File: config.mk
export PLATFORM = sky130hd
export DESIGN_NAME = dwell_toggle_stroke_mapper_core
export DESIGN_NICKNAME = d
export VERILOG_FILES = /design/src/hdl/dtsm_pkg.sv /design/src/hdl/dtsm_div.sv /design/src/hdl/dtsm_mac.sv /design/src/hdl/dwell_toggle_stroke_mapper_core.sv
export SDC_FILE = /design/constraint.sdc
export NUM_CORES = 2
export LEC_CHECK = 0
export BUFFER_PORTS_ARGS = -buffer_cell sky130_fd_sc_hd__buf_4
export CAP_MARGIN = 0
export CORE_ASPECT_RATIO = 1.25
export CORE_MARGIN = 8
export CORE_UTILIZATION = 50
export DETAILED_ROUTE_END_ITERATION = 16
export PLACE_DENSITY = 0.64
export SLEW_MARGIN = 20
export SYNTH_ARGS = -nofsm -noshare
export SYNTH_HDL_FRONTEND = slang
export SYNTH_HIERARCHICAL = 1
export SYNTH_SLANG_ARGS = --single-unit
File: constraint.sdc
create_clock -name clock -period 14.9 [get_ports clock]
set_input_delay 1.49 -clock clock [delete_from_list [all_inputs] [get_ports clock]]
set_output_delay 1.49 -clock clock [all_outputs]
set_load 0.005 [all_outputs]
File: src/hdl/dtsm_pkg.sv
// ----------------------------------------------------------------------------
// dtsm_pkg
// Shared constants of the dwell-toggle stroke mapper.
// ----------------------------------------------------------------------------
`default_nettype none
package dtsm_pkg;
   localparam int COEF_BITS    = 48;
   localparam int NUM_COEFS    = 8;
   localparam int CSR_IDX_BITS = 3;
   localparam int OUT_BITS     = 16;
   localparam int STILL_RANGE  = 3;
   localparam int TOGGLE_COUNT = 14;

   localparam logic [1:0] MODE_TRACK   = 2'd0;
   localparam logic [1:0] MODE_LOST    = 2'd1;
   localparam logic [1:0] MODE_RESTART = 2'd2;
   localparam logic [1:0] MODE_NONE    = 2'd3;

   localparam logic [CSR_IDX_BITS-1:0] IDX_XX = 3'd0;
   localparam logic [CSR_IDX_BITS-1:0] IDX_XY = 3'd1;
   localparam logic [CSR_IDX_BITS-1:0] IDX_XO = 3'd2;
   localparam logic [CSR_IDX_BITS-1:0] IDX_YX = 3'd3;
   localparam logic [CSR_IDX_BITS-1:0] IDX_YY = 3'd4;
   localparam logic [CSR_IDX_BITS-1:0] IDX_YO = 3'd5;
   localparam logic [CSR_IDX_BITS-1:0] IDX_WX = 3'd6;
   localparam logic [CSR_IDX_BITS-1:0] IDX_WY = 3'd7;
endpackage
`default_nettype wire

File: src/hdl/dtsm_div.sv
// ----------------------------------------------------------------------------
// dtsm_div
// Bit-serial signed divider: one quotient bit per cycle, truncating, with
// 16-bit saturation and zero-denominator flag.
// ----------------------------------------------------------------------------
`default_nettype none
module dtsm_div #(
   parameter int W = 80
) (
   input  wire logic                   clock,
   input  wire logic                   reset,
   input  wire logic                   start,
   input  wire logic signed [W-1:0]    num,
   input  wire logic signed [W-1:0]    den,
   output logic                        busy,
   output logic                        done,
   output logic signed [dtsm_pkg::OUT_BITS-1:0] quot,
   output logic                        err
);
   localparam int CW = $clog2(W+1);
   logic [W-1:0]  n_ff, n_in, d_ff, d_in, q_ff, q_in;
   logic [W:0]    r_ff, r_in;
   logic [CW-1:0] cnt_ff, cnt_in;
   logic          neg_ff, neg_in, busy_ff, busy_in, done_ff, done_in, z_ff, z_in;
   logic [W:0]    shifted, diff;
   logic          big;

   always_comb begin
      n_in = n_ff; d_in = d_ff; q_in = q_ff; r_in = r_ff; cnt_in = cnt_ff;
      neg_in = neg_ff; busy_in = busy_ff; done_in = 1'b0; z_in = z_ff;
      shifted = {r_ff[W-1:0], n_ff[W-1]};
      diff = shifted - {1'b0, d_ff};
      if (start) begin
         n_in = num[W-1] ? W'(-num) : num;
         d_in = den[W-1] ? W'(-den) : den;
         neg_in = num[W-1] ^ den[W-1];
         z_in = (den == '0);
         r_in = '0; q_in = '0;
         cnt_in = CW'(W);
         busy_in = 1'b1;
      end else if (busy_ff) begin
         n_in = {n_ff[W-2:0], 1'b0};
         if (!diff[W]) begin
            r_in = diff; q_in = {q_ff[W-2:0], 1'b1};
         end else begin
            r_in = shifted; q_in = {q_ff[W-2:0], 1'b0};
         end
         cnt_in = cnt_ff - 1'b1;
         if (cnt_ff == CW'(1)) begin
            busy_in = 1'b0; done_in = 1'b1;
         end
      end
   end

   always_ff @(posedge clock) begin
      n_ff <= n_in; d_ff <= d_in; q_ff <= q_in; r_ff <= r_in; neg_ff <= neg_in;
      z_ff <= z_in;
      if (reset) begin
         cnt_ff <= '0; busy_ff <= 1'b0; done_ff <= 1'b0;
      end else begin
         cnt_ff <= cnt_in; busy_ff <= busy_in; done_ff <= done_in;
      end
   end

   always_comb begin
      big = neg_ff ? (q_ff > W'(32768)) : (q_ff > W'(32767));
      if (z_ff) begin
         quot = '0; err = 1'b1;
      end else if (big) begin
         quot = neg_ff ? 16'sh8000 : 16'sh7fff; err = 1'b1;
      end else begin
         quot = neg_ff ? 16'(-q_ff[15:0]) : 16'(q_ff[15:0]); err = 1'b0;
      end
   end
   assign busy = busy_ff;
   assign done = done_ff;
endmodule
`default_nettype wire

File: src/hdl/dtsm_mac.sv
// ----------------------------------------------------------------------------
// dtsm_mac
// Serial multiply-accumulate: coef*x + coef*y + offset, one bit of the
// coordinate per cycle, giving a numerator or denominator.
// ----------------------------------------------------------------------------
`default_nettype none
module dtsm_mac #(
   parameter int CB = 11,
   parameter int W  = 80
) (
   input  wire logic                clock,
   input  wire logic                reset,
   input  wire logic                start,
   input  wire logic signed [dtsm_pkg::COEF_BITS-1:0] ga,
   input  wire logic signed [dtsm_pkg::COEF_BITS-1:0] gb,
   input  wire logic signed [W-1:0] base,
   input  wire logic [CB-1:0]       x,
   input  wire logic [CB-1:0]       y,
   output logic                     done,
   output logic signed [W-1:0]      acc
);
   localparam int CW = $clog2(CB+1);
   logic signed [W-1:0] acc_ff, acc_in, a_ff, a_in, b_ff, b_in;
   logic [CB-1:0]       x_ff, x_in, y_ff, y_in;
   logic [CW-1:0]       cnt_ff, cnt_in;
   logic                busy_ff, busy_in, done_ff, done_in;

   always_comb begin
      acc_in = acc_ff; a_in = a_ff; b_in = b_ff; x_in = x_ff; y_in = y_ff;
      cnt_in = cnt_ff; busy_in = busy_ff; done_in = 1'b0;
      if (start) begin
         acc_in = base;
         a_in = W'(ga); b_in = W'(gb);
         x_in = x; y_in = y; cnt_in = CW'(CB); busy_in = 1'b1;
      end else if (busy_ff) begin
         acc_in = acc_ff + (x_ff[0] ? a_ff : '0) + (y_ff[0] ? b_ff : '0);
         a_in = a_ff <<< 1; b_in = b_ff <<< 1;
         x_in = x_ff >> 1; y_in = y_ff >> 1;
         cnt_in = cnt_ff - 1'b1;
         if (cnt_ff == CW'(1)) begin
            busy_in = 1'b0; done_in = 1'b1;
         end
      end
   end

   always_ff @(posedge clock) begin
      acc_ff <= acc_in; a_ff <= a_in; b_ff <= b_in; x_ff <= x_in; y_ff <= y_in;
      if (reset) begin
         cnt_ff <= '0; busy_ff <= 1'b0; done_ff <= 1'b0;
      end else begin
         cnt_ff <= cnt_in; busy_ff <= busy_in; done_ff <= done_in;
      end
   end
   assign done = done_ff;
   assign acc = acc_ff;
endmodule
`default_nettype wire

File: src/hdl/dwell_toggle_stroke_mapper_core.sv
// ----------------------------------------------------------------------------
// dwell_toggle_stroke_mapper_core
// Dwell-toggle pen tracker with homography-mapped stroke segments.
// ----------------------------------------------------------------------------
// Usage: one request per video frame on req_ (tdata = mode, center_x,
// center_y). Each request gives exactly one response on rsp_. Tracking state
// updates in the accept cycle. When a segment is produced, four mapped
// coordinates are computed one after another: each passes through a setup
// state, the serial multiply-accumulate pair and the bit-serial divider. A
// segment response is valid once the fourth coordinate is divided; a frame
// without a segment answers in the next cycle. One request is in flight at a
// time; req_tready is low until the response is taken. The response is held
// in rsp_tdata while rsp_tready is low. Coefficients are to be written on
// csr_ by the user only while idle; the block itself does not enforce this.
// Reset loads the identity homography and clears all tracking state.
// ----------------------------------------------------------------------------
`default_nettype none
module dwell_toggle_stroke_mapper_core #(
   parameter int COORD_BITS = 11,
   parameter int FRAC_BITS  = 32
) (
   input  wire logic        clock,
   input  wire logic        reset,
   input  wire logic        req_tvalid,
   output logic             req_tready,
   // [1:0] mode, [COORD_BITS+1:2] center_x, then center_y, zero pad
   input  wire logic [((2+2*COORD_BITS+7)/8)*8-1:0] req_tdata,
   output logic             rsp_tvalid,
   input  wire logic        rsp_tready,
   // [0] pen_down [1] toggled [2] segment_valid [18:3] start_x [34:19] start_y
   // [50:35] end_x [66:51] end_y [67] map_error, zero pad
   output logic [71:0]      rsp_tdata,
   input  wire logic        csr_valid,
   output logic             csr_ready,
   input  wire logic [dtsm_pkg::CSR_IDX_BITS-1:0] csr_index,
   input  wire logic [dtsm_pkg::COEF_BITS-1:0]    csr_data
);
   localparam int CB = dtsm_pkg::COEF_BITS;
   localparam int W  = CB + COORD_BITS + 2 + ((FRAC_BITS > CB) ? FRAC_BITS - CB : 0) + 2;

   typedef enum logic [2:0] {S_IDLE, S_MAC, S_DIV, S_NEXT, S_OUT} st_type;
   st_type st_ff;

   logic signed [CB-1:0] coef_ff [dtsm_pkg::NUM_COEFS];
   logic [COORD_BITS-1:0] hold_x_ff, hold_y_ff, last_x_ff, last_y_ff;
   logic [7:0] still_ff;
   logic writing_ff, has_prev_ff;
   logic [COORD_BITS-1:0] px_ff, py_ff, nx_ff, ny_ff;
   logic [1:0] k_ff;
   logic signed [15:0] res_ff [4];
   logic err_ff, valid_ff, tog_ff;

   logic [1:0] mode;
   logic [COORD_BITS-1:0] cx, cy;
   assign mode = req_tdata[1:0];
   assign cx   = req_tdata[2 +: COORD_BITS];
   assign cy   = req_tdata[2+COORD_BITS +: COORD_BITS];

   logic req_fire, rsp_fire;
   assign req_fire   = req_tvalid && req_tready;
   assign rsp_fire   = rsp_tvalid && rsp_tready;
   assign req_tready = (st_ff == S_IDLE);
   assign rsp_tvalid = (st_ff == S_OUT);
   assign csr_ready  = 1'b1;

   // tracking next state
   logic [COORD_BITS-1:0] hx, hy, pxn, pyn, nxn, nyn;
   logic signed [COORD_BITS:0] dx, dy;
   logic [7:0] sc;
   logic wr;
   always_comb begin
      hx = (still_ff == 8'd0) ? cx : hold_x_ff;
      hy = (still_ff == 8'd0) ? cy : hold_y_ff;
      dx = $signed({1'b0, hx}) - $signed({1'b0, cx});
      dy = $signed({1'b0, hy}) - $signed({1'b0, cy});
      if (dx > -(COORD_BITS+1)'(dtsm_pkg::STILL_RANGE) && dx < (COORD_BITS+1)'(dtsm_pkg::STILL_RANGE)
          && dy > -(COORD_BITS+1)'(dtsm_pkg::STILL_RANGE)
          && dy < (COORD_BITS+1)'(dtsm_pkg::STILL_RANGE))
         sc = (still_ff == 8'd255) ? still_ff : still_ff + 8'd1;
      else
         sc = 8'd0;
      wr = (sc == 8'(dtsm_pkg::TOGGLE_COUNT)) ? !writing_ff : writing_ff;
      pxn = (has_prev_ff && !(sc == 8'(dtsm_pkg::TOGGLE_COUNT) && writing_ff)) ? last_x_ff : cx;
      pyn = (has_prev_ff && !(sc == 8'(dtsm_pkg::TOGGLE_COUNT) && writing_ff)) ? last_y_ff : cy;
      nxn = COORD_BITS'(({1'b0, cx} + {1'b0, pxn}) >> 1);
      nyn = COORD_BITS'(({1'b0, cy} + {1'b0, pyn}) >> 1);
   end

   // arithmetic units
   logic mac_start, num_done, den_done, div_busy, div_done, div_err;
   logic signed [W-1:0] num, den;
   logic signed [15:0] quot;
   logic [COORD_BITS-1:0] ux, uy;
   logic signed [CB-1:0] ga, gb;
   logic signed [W-1:0] gbase, one_base;
   assign mac_start = (st_ff == S_NEXT);
   assign ux = k_ff[1] ? nx_ff : px_ff;
   assign uy = k_ff[1] ? ny_ff : py_ff;
   assign ga = k_ff[0] ? coef_ff[dtsm_pkg::IDX_YX] : coef_ff[dtsm_pkg::IDX_XX];
   assign gb = k_ff[0] ? coef_ff[dtsm_pkg::IDX_YY] : coef_ff[dtsm_pkg::IDX_XY];
   assign gbase = W'(k_ff[0] ? coef_ff[dtsm_pkg::IDX_YO] : coef_ff[dtsm_pkg::IDX_XO]);
   assign one_base = W'(1) <<< FRAC_BITS;

   dtsm_mac #(.CB(COORD_BITS), .W(W)) u_num (
      .clock, .reset, .start(mac_start), .ga(ga), .gb(gb), .base(gbase),
      .x(ux), .y(uy), .done(num_done), .acc(num));
   dtsm_mac #(.CB(COORD_BITS), .W(W)) u_den (
      .clock, .reset, .start(mac_start), .ga(coef_ff[dtsm_pkg::IDX_WX]),
      .gb(coef_ff[dtsm_pkg::IDX_WY]), .base(one_base),
      .x(ux), .y(uy), .done(den_done), .acc(den));
   dtsm_div #(.W(W)) u_div (
      .clock, .reset, .start(num_done), .num(num), .den(den),
      .busy(div_busy), .done(div_done), .quot(quot), .err(div_err));

   always_ff @(posedge clock) begin
      if (reset) begin
         st_ff <= S_IDLE;
         for (int i = 0; i < dtsm_pkg::NUM_COEFS; i++)
            coef_ff[i] <= (i == int'(dtsm_pkg::IDX_XX) || i == int'(dtsm_pkg::IDX_YY)) ?
                          CB'(64'd1 << 32) : CB'(0);
         hold_x_ff <= '0; hold_y_ff <= '0; last_x_ff <= '0; last_y_ff <= '0;
         still_ff <= '0; writing_ff <= 1'b0; has_prev_ff <= 1'b0;
         k_ff <= '0; err_ff <= 1'b0; valid_ff <= 1'b0; tog_ff <= 1'b0;
      end else begin
         if (csr_valid && csr_ready) coef_ff[csr_index] <= csr_data;
         unique case (st_ff)
            S_IDLE: if (req_fire) begin
               k_ff <= '0; err_ff <= 1'b0;
               for (int i = 0; i < 4; i++) res_ff[i] <= '0;
               case (mode)
                  dtsm_pkg::MODE_TRACK: begin
                     hold_x_ff <= hx; hold_y_ff <= hy; still_ff <= sc;
                     writing_ff <= wr; tog_ff <= wr ^ writing_ff;
                     valid_ff <= wr;
                     st_ff <= wr ? S_NEXT : S_OUT;
                     if (!wr) begin
                        if (sc == 8'(dtsm_pkg::TOGGLE_COUNT)) has_prev_ff <= 1'b0;
                     end else begin
                        px_ff <= pxn; py_ff <= pyn; nx_ff <= nxn; ny_ff <= nyn;
                        last_x_ff <= nxn; last_y_ff <= nyn; has_prev_ff <= 1'b1;
                     end
                  end
                  dtsm_pkg::MODE_LOST: begin
                     writing_ff <= 1'b0; tog_ff <= writing_ff;
                     valid_ff <= 1'b0; st_ff <= S_OUT;
                  end
                  dtsm_pkg::MODE_RESTART: begin
                     hold_x_ff <= '0; hold_y_ff <= '0; last_x_ff <= '0;
                     last_y_ff <= '0; has_prev_ff <= 1'b0;
                     writing_ff <= 1'b0; tog_ff <= writing_ff;
                     valid_ff <= 1'b0; st_ff <= S_OUT;
                  end
                  default: begin
                     tog_ff <= 1'b0; valid_ff <= 1'b0; st_ff <= S_OUT;
                  end
               endcase
            end
            S_NEXT: st_ff <= S_MAC;
            S_MAC:  if (num_done) st_ff <= S_DIV;
            S_DIV:  if (div_done) begin
               res_ff[k_ff] <= quot;
               err_ff <= err_ff | div_err;
               k_ff <= k_ff + 2'd1;
               st_ff <= (k_ff == 2'd3) ? S_OUT : S_NEXT;
            end
            S_OUT: if (rsp_fire) st_ff <= S_IDLE;
            default: st_ff <= S_IDLE;
         endcase
      end
   end

   assign rsp_tdata = {4'd0, err_ff, res_ff[3], res_ff[2], res_ff[1], res_ff[0],
                       valid_ff, tog_ff, writing_ff};

   a_one_inflight: assert property (@(posedge clock) disable iff (reset)
      req_fire |=> !req_tready) else $error("request taken while busy");
   a_div_in_div: assert property (@(posedge clock) disable iff (reset)
      div_busy |-> st_ff == S_DIV) else $error("divider runs outside divide");
   a_mac_den: assert property (@(posedge clock) disable iff (reset)
      num_done == den_done) else $error("mac units out of step");
endmodule
`default_nettype wire
# Word level (Yosys, flattened, before mapping)

Memories as Yosys holds them, arrays and structs flattened.
Index checks and enable logic that the tools add are counted.

Register bits after elaboration: 801
Bits in writable memories: 448
Bits of input ports: 80
Logic and storage cells: 235
Memories: 2

Add/subtract/negate cells: 17
Magnitude comparators: 6
Equality and inequality tests: 18
Muxes and demuxes: 109
Bitwise operators: 6
Reduce and logical (&&, ||, !) cells: 34

Memories:

| memory  | depth | width | rd ports | clocked after Yosys merged registers in | wr ports | RTL line                              | source |
|---|---|---|---|---|---|---|---|
| coef_ff | 8     | 48    | 8        | 0                                       | 8        | dwell_toggle_stroke_mapper_core.sv:44 | `logic signed [CB-1:0] coef_ff [dtsm_pkg::NUM_COEFS];` |
| res_ff  | 4     | 16    | 4        | 0                                       | 4        | dwell_toggle_stroke_mapper_core.sv:50 | `logic signed [15:0] res_ff [4];` |

Operators by type and width:

| operator               | count |
|---|---|
| $mux W63               | 19 |
| $add A63 B63 Y63       | 4 |
| $mux W11               | 16 |
| $mux W48               | 3 |
| $neg A63 Y63           | 2 |
| $pmux W11 S2           | 4 |
| $mux W16               | 5 |
| $sub A64 B63 Y64       | 1 |
| $gt A63 B15 Y1 const B | 1 |
| $gt A63 B16 Y1 const B | 1 |
| $logic_not A63 Y1      | 1 |
| $mux W62               | 1 |
| $reduce_or A48 Y1      | 1 |
| $mux W1                | 36 |
| $add A11 B11 Y12       | 2 |
| $gt A12 B3 Y1 const B  | 2 |
| $lt A12 B3 Y1 const B  | 2 |
| $mux W3                | 8 |
| $sub A11 B11 Y12       | 2 |
| $mux W4                | 4 |
| $mux W8                | 2 |
| $neg A16 Y16           | 1 |
| $reduce_or A16 Y1      | 1 |
| $pmux W3 S5            | 1 |
| other kinds (35)       | 70 |

# Longest topological paths before layout

Word-level depth: 16
Gate-level depth with buffers: 30
Depth with buffers taken out: 30

# Hierarchy

Netlist, hierarchy kept.

Modules (own cells, without submodules):

| module                          | instances | cells an instance | area an instance (µm²) | sequential area each (µm²) |
|---|---|---|---|---|
| dwell_toggle_stroke_mapper_core | 1         | 1893              | 25212.9                | 16015.4 |
| dtsm_div                        | 1         | 1883              | 16547.1                | 6526.3 |
| dtsm_mac at u_num               | 1         | 1363              | 14893.0                | 6456.2 |
| dtsm_mac at u_den               | 1         | 1348              | 14884.3                | 6456.2 |

# Least setup slack after synthesis

Ideal clock, no wire load.

Path kind: input-to-reg
Start point: input req_tdata[3]
End point: register ny_ff[10], data pin
Arrival: 7.352 ns
Path slack: 7.294 ns
Cell stages on the path: 27
Cell sequence: inv_1 nor2_1 a21oi_1 inv_1 ha_1 nor2b_1 o2111ai_1 a31oi_2 xor2_1 or4b_1 or4b_4 mux2i_4 o21ai_2 nor4b_1 ha_1 nand2b_1 buf_1 mux2_2 ha_1 a31o_2 a21oi_1 o21bai_1 a2111oi_0 nor3_1 o21ai_0 nand2b_1 a21o_1

Word-level cells in the longest chain between the ends: 13
Elaborated cells on any way between the ends: 14
Classes of those cells: add/sub: 2; order compare: 2; eq/ne: 1; mux: 3; reduce/logical: 6

RTL lines:

| what                                           | RTL line                               | source |
|---|---|---|
| start, declared                                | dwell_toggle_stroke_mapper_core.sv:27  | `input wire logic [((2+2*COORD_BITS+7)/8)*8-1:0] req_tdata,` |
| $mux W11                                       | dwell_toggle_stroke_mapper_core.sv:72  | `hx = (still_ff == 8'd0) ? cx : hold_x_ff;` |
| $sub A11 B11 Y12 (*)                           | dwell_toggle_stroke_mapper_core.sv:74  | `dx = $signed({1'b0, hx}) - $signed({1'b0, cx});` |
| $gt A12 B3 Y1 or $lt A12 B3 Y1 (tied branches) | dwell_toggle_stroke_mapper_core.sv:76  | `if (dx > -(COORD_BITS+1)'(dtsm_pkg::STILL_RANGE) && dx < (COORD_BITS+1)'(dtsm_pkg::STILL_RANGE)` |
| $logic_and A1 B1 Y1 (*)                        | dwell_toggle_stroke_mapper_core.sv:76  |  |
| $logic_and A1 B1 Y1 (*)                        | dwell_toggle_stroke_mapper_core.sv:77  | `&& dy > -(COORD_BITS+1)'(dtsm_pkg::STILL_RANGE)` |
| $logic_and A1 B1 Y1 (*)                        | dwell_toggle_stroke_mapper_core.sv:78  | `&& dy < (COORD_BITS+1)'(dtsm_pkg::STILL_RANGE))` |
| $mux W8 (*)                                    | dwell_toggle_stroke_mapper_core.sv:76  |  |
| $eq A8 B4 Y1 (*)                               | dwell_toggle_stroke_mapper_core.sv:84  | `pyn = (has_prev_ff && !(sc == 8'(dtsm_pkg::TOGGLE_COUNT) && writing_ff)) ? last_y_ff : cy;` |
| $logic_and A1 B1 Y1 (*)                        | dwell_toggle_stroke_mapper_core.sv:84  |  |
| $logic_not A1 Y1 (*)                           | dwell_toggle_stroke_mapper_core.sv:84  |  |
| $logic_and A1 B1 Y1 (*)                        | dwell_toggle_stroke_mapper_core.sv:84  |  |
| $mux W11 (*)                                   | dwell_toggle_stroke_mapper_core.sv:84  |  |
| via pyn[1]                                     | dwell_toggle_stroke_mapper_core.sv:67  | `logic [COORD_BITS-1:0] hx, hy, pxn, pyn, nxn, nyn;` |
| $add A11 B11 Y12 (*)                           | dwell_toggle_stroke_mapper_core.sv:86  | `nyn = COORD_BITS'(({1'b0, cy} + {1'b0, pyn}) >> 1);` |
| via nyn[10]                                    | dwell_toggle_stroke_mapper_core.sv:67  |  |
| end signal, assigned                           | dwell_toggle_stroke_mapper_core.sv:139 | `px_ff <= pxn; py_ff <= pyn; nx_ff <= nxn; ny_ff <= nyn;` |
| end, declared                                  | dwell_toggle_stroke_mapper_core.sv:48  | `logic [COORD_BITS-1:0] px_ff, py_ff, nx_ff, ny_ff;` |

The timed path passes the listed nets; every way through them passes the cells marked *.
A chain may end at the register's enable or synchronous reset.

# Worst setup path in the final report

Start point: register still_ff[0]
End point: register ny_ff[10], data pin

Word-level cells in the longest chain between the ends: 14
Elaborated cells on any way between the ends: 22
Classes of those cells: add/sub: 4; order compare: 4; eq/ne: 2; mux: 5; reduce/logical: 7

RTL lines:

| what                                           | RTL line                                                                     | source |
|---|---|---|
| start, declared                                | dwell_toggle_stroke_mapper_core.sv:46                                        | `logic [7:0] still_ff;` |
| start signal, assigned                         | dwell_toggle_stroke_mapper_core.sv:122                                       | `still_ff <= '0; writing_ff <= 1'b0; has_prev_ff <= 1'b0;` |
| start signal, assigned                         | dwell_toggle_stroke_mapper_core.sv:132                                       | `hold_x_ff <= hx; hold_y_ff <= hy; still_ff <= sc;` |
| $logic_not A8 Y1                               | dwell_toggle_stroke_mapper_core.sv:72, dwell_toggle_stroke_mapper_core.sv:73 |  |
| $mux W11                                       | dwell_toggle_stroke_mapper_core.sv:72                                        |  |
| $sub A11 B11 Y12                               | dwell_toggle_stroke_mapper_core.sv:74                                        |  |
| $gt A12 B3 Y1 or $lt A12 B3 Y1 (tied branches) | dwell_toggle_stroke_mapper_core.sv:76                                        |  |
| $logic_and A1 B1 Y1                            | dwell_toggle_stroke_mapper_core.sv:76                                        |  |
| $logic_and A1 B1 Y1                            | dwell_toggle_stroke_mapper_core.sv:77                                        |  |
| $logic_and A1 B1 Y1                            | dwell_toggle_stroke_mapper_core.sv:78                                        |  |
| $mux W8 (*)                                    | dwell_toggle_stroke_mapper_core.sv:76                                        |  |
| $eq A8 B4 Y1 (*)                               | dwell_toggle_stroke_mapper_core.sv:84                                        |  |
| $logic_and A1 B1 Y1 (*)                        | dwell_toggle_stroke_mapper_core.sv:84                                        |  |
| $logic_not A1 Y1 (*)                           | dwell_toggle_stroke_mapper_core.sv:84                                        |  |
| $logic_and A1 B1 Y1 (*)                        | dwell_toggle_stroke_mapper_core.sv:84                                        |  |
| $mux W11 (*)                                   | dwell_toggle_stroke_mapper_core.sv:84                                        |  |
| via pyn[1]                                     | dwell_toggle_stroke_mapper_core.sv:67                                        |  |
| $add A11 B11 Y12 (*)                           | dwell_toggle_stroke_mapper_core.sv:86                                        |  |
| via nyn[10]                                    | dwell_toggle_stroke_mapper_core.sv:67                                        |  |

Marks and branches as above.

==> results by group <==
Run status
  – Status: finished, final reports clean

Clock network
  – CTS buffer count: ~140
  – Clk Latency, worst-skew pair: 0.78 ns
  – Clk pin slew, worst setup/hold paths: 0.06 ns
  – CTS Hold Bufs: 0
  – CTS tree: done
  – Setup bufs post-CTS: 0
  – Clock Path Buffers: 3
  – Clock Sinks: 1249
  – CTS root buf: clkbuf_16
  – H-Tree Depth: 4
  – Post_cts resized: 0

Route
  – Antenna viol nets, final: 0
  – Wirelength per Cell: 20.68 um
  – Drt total wl: between 150000 and 200000 um
  – # DRC: 0
  – Via total after detailed routing: 48650
  – Number of iterations in the first detailed-routing pass: 5
  – Starting DRT DRC Count: 3730
  – Mean number of vias per cell: 5.695

Logic synthesis
  – YS warnings: 6
  – Mapped Area: 0.07151 mm^2
  – Synth Instances: about 6500
  – Synth Area per Inst: 11.03 um^2

Die
  – Initial Utilization: 50.23%
  – Die Y: 438.8 um
  – Std-Cell Rows: 155
  – Die W: approximately 350 um
  – Ports: 155
  – Total core area: roughly 0.14 mm^2
  – Die area: 0.1555 mm^2

Pwr
  – Maximum VDD drop: 0.1144 mV
  – Leakage: slightly below 30 nW
  – Pwr/cell area: 104.2 mW/mm^2

Setup path
  – Setup crit start kind: flip-flop
  – Slowest stage cell on the critical path: a2111oi_0
  – Worst Setup SP: still_ff[0]$_SDFFE_PP0P_
  – Worst endpoint required time: ~15 ns
  – R2r setup slk: ~6.7 ns
  – R2R Path End: ny_ff[10]$_DFFE_PP_
  – Crit end category: flip-flop
  – Most frequent CP cell: ha_1
  – WP data arrival: 8.74 ns
  – CP Max Fanout: 42
  – Crit Path Class: reg2reg
  – CP endpoint: ny_ff[10]$_DFFE_PP_
  – Launch point of the worst reg-to-reg path: still_ff[0]$_SDFFE_PP0P_
  – Max incr delay on CP: 0.70 ns
  – Reg2reg path depth: 29

Global route
  – Largest net degree at the start of global routing: 136
  – Congestion Overflow GR: 0
  – GR Util met1: between 20% and 30%
  – Gr busiest metal: met2
  – Met2 usage: about 39%
  – Gr usage total: about 22%
  – Vias in the first global route: 48700
  – Met3 usage: 2.840%
  – First-pass GRT wire length: 275400 um
  – Initial antenna violation count: 7

Timing
  – Min Tclk post-route: approximately 8.2 ns
  – Period Utilization, post-route: 55.14%
  – RSZ-0062 raised after global routing: false
  – Setup-failing EPs final: 0
  – Setup Skew: 0.02625 ns
  – Setup TNS: 0 ns
  – Worst-Margin Slew: 1.058 ns
  – Final Hold Fails: 0
  – Relative slew slack: 29.43%
  – Hold Slack: between 0.4 and 0.5 ns
  – F_max: 121.7 MHz
  – Max-slew violation count: 0

Cells and area
  – Layout cells sized above 1: 14.42%
  – Area Overhead vs Synth: 10.33%
  – Register area: 0.03545 mm^2
  – Layout Nets: 7000
  – Layout fillers: 12350
  – Area occupied by multi-input gates: 0.03391 mm^2
  – Finished Core Util: 55.42%

Placed design
  – Routability cong.: ~0.93
  – Port-buffer cells: 149
  – DP Wirelength: 123500 um

Hold path
  – Hold crit path type: reg2reg

Job
  – Max-Cap Viols: 0
## registers in the layout (all words and copies together) (netlist names), 63 cells and up
register / count
u_den/a_ff: 63
u_div/q_ff: 63
u_num/acc: 63
res_ff: 64
u_num/a_ff: 63
coef_ff: 384
u_div/r_ff: 63
u_div/d_ff: 63
u_den/acc: 63
u_num/b_ff: 63
u_div/n_ff: 63
u_den/b_ff: 63
## layout make-up
type                       count  share of cell area [%]
sequential                  1249                   44.93
timing repair buffer         217                   2.122
multi-input combinational   4688                   42.98
antenna                        1                0.003172
tap                         1884                   2.988
clock inverter                74                  0.9801
clock buffer                 177                   4.799
inverter                     252                   1.199
## where the power goes
part | internal, mW | total [mW] | switching (mW) | leakage (nW)
registers | 3.87 | 3.93 | 0.0600 | 11.3
logic | 0.326 | 0.824 | 0.498 | 15.6
clock network | 2.03 | 3.46 | 1.44 | 2.23
total | 6.23 | 8.22 | 1.99 | 29.1
## placed cells by master, fill, tap and decap left out, types with 66 or more instances in the layout
| cell type | count |
|---|---|
| xnor2_1 | 186 |
| nand2_1 | 404 |
| nor2_1 | 429 |
| clkbuf_16 | 143 |
| mux2i_1 | 80 |
| edfxtp_1 | 1042 |
| xor2_1 | 157 |
| inv_1 | 248 |
| mux2_2 | 417 |
| fa_1 | 131 |
| a21o_1 | 86 |
| conb_1 | 68 |
| ha_1 | 245 |
| and2_1 | 719 |
| nor3_1 | 78 |
| buf_4 | 214 |
| dfxtp_1 | 204 |
| a21oi_1 | 387 |
| o21ai_0 | 375 |
| nand3_1 | 66 |
| nand4_1 | 70 |
## metrics by stage
stage	total power, mW	setup WS, ns	instance area (um^2)	std cells
floorplan	4.589	7.294	71760	6551
global placement	4.817	6.171	74290	8289
detailed placement	4.828	6.074	74290	8289
CTS	8.315	6.686	78850	8540
global route	8.526	6.082	78890	8541
finish	8.223	6.684	78890	8542
## critical path: cells and delay by family, from the launching register on
family | cells | cell delay (ns)
fa+ha+maj | 5 | 1.40
flops | 1 | 0.38
buf+inv | 3 | 0.80
mux | 3 | 1.05
simple gates | 9 | 2.12
xor+xnor | 1 | 0.09
compound gates | 8 | 2.10
## worst min path at each step
| stage | startpoint | endpoint | slack [ns] | cells after the start |
|---|---|---|---|---|
| 2_1_floorplan | last_x_ff[7]$_SDFFE_PP0P_ | last_x_ff[7]$_SDFFE_PP0P_ | 0.45 | 2 |
| 5_1_grt | last_y_ff[8]$_SDFFE_PP0P_ | last_y_ff[8]$_SDFFE_PP0P_ | 0.52 | 2 |
| 4_1_cts | hold_y_ff[0]$_SDFFE_PP0P_ | hold_y_ff[0]$_SDFFE_PP0P_ | 0.50 | 2 |
| 3_3_place_gp | hold_x_ff[0]$_SDFFE_PP0P_ | hold_x_ff[0]$_SDFFE_PP0P_ | 0.47 | 2 |
| 3_5_place_dp | hold_x_ff[0]$_SDFFE_PP0P_ | hold_x_ff[0]$_SDFFE_PP0P_ | 0.48 | 2 |
| 6_report | last_x_ff[8]$_SDFFE_PP0P_ | last_x_ff[8]$_SDFFE_PP0P_ | 0.49 | 2 |
## metal layers
| layer | routed length [um] | part of all wire (%) |
|---|---|---|
| met1 | 76850 | 44 |
| met5 | 13 | 0.0074 |
| met2 | 88250 | 50 |
| met4 | 4452 | 2.5 |
| met3 | 7079 | 4.0 |
No activity file was read; power rests on OpenSTA's default activity.
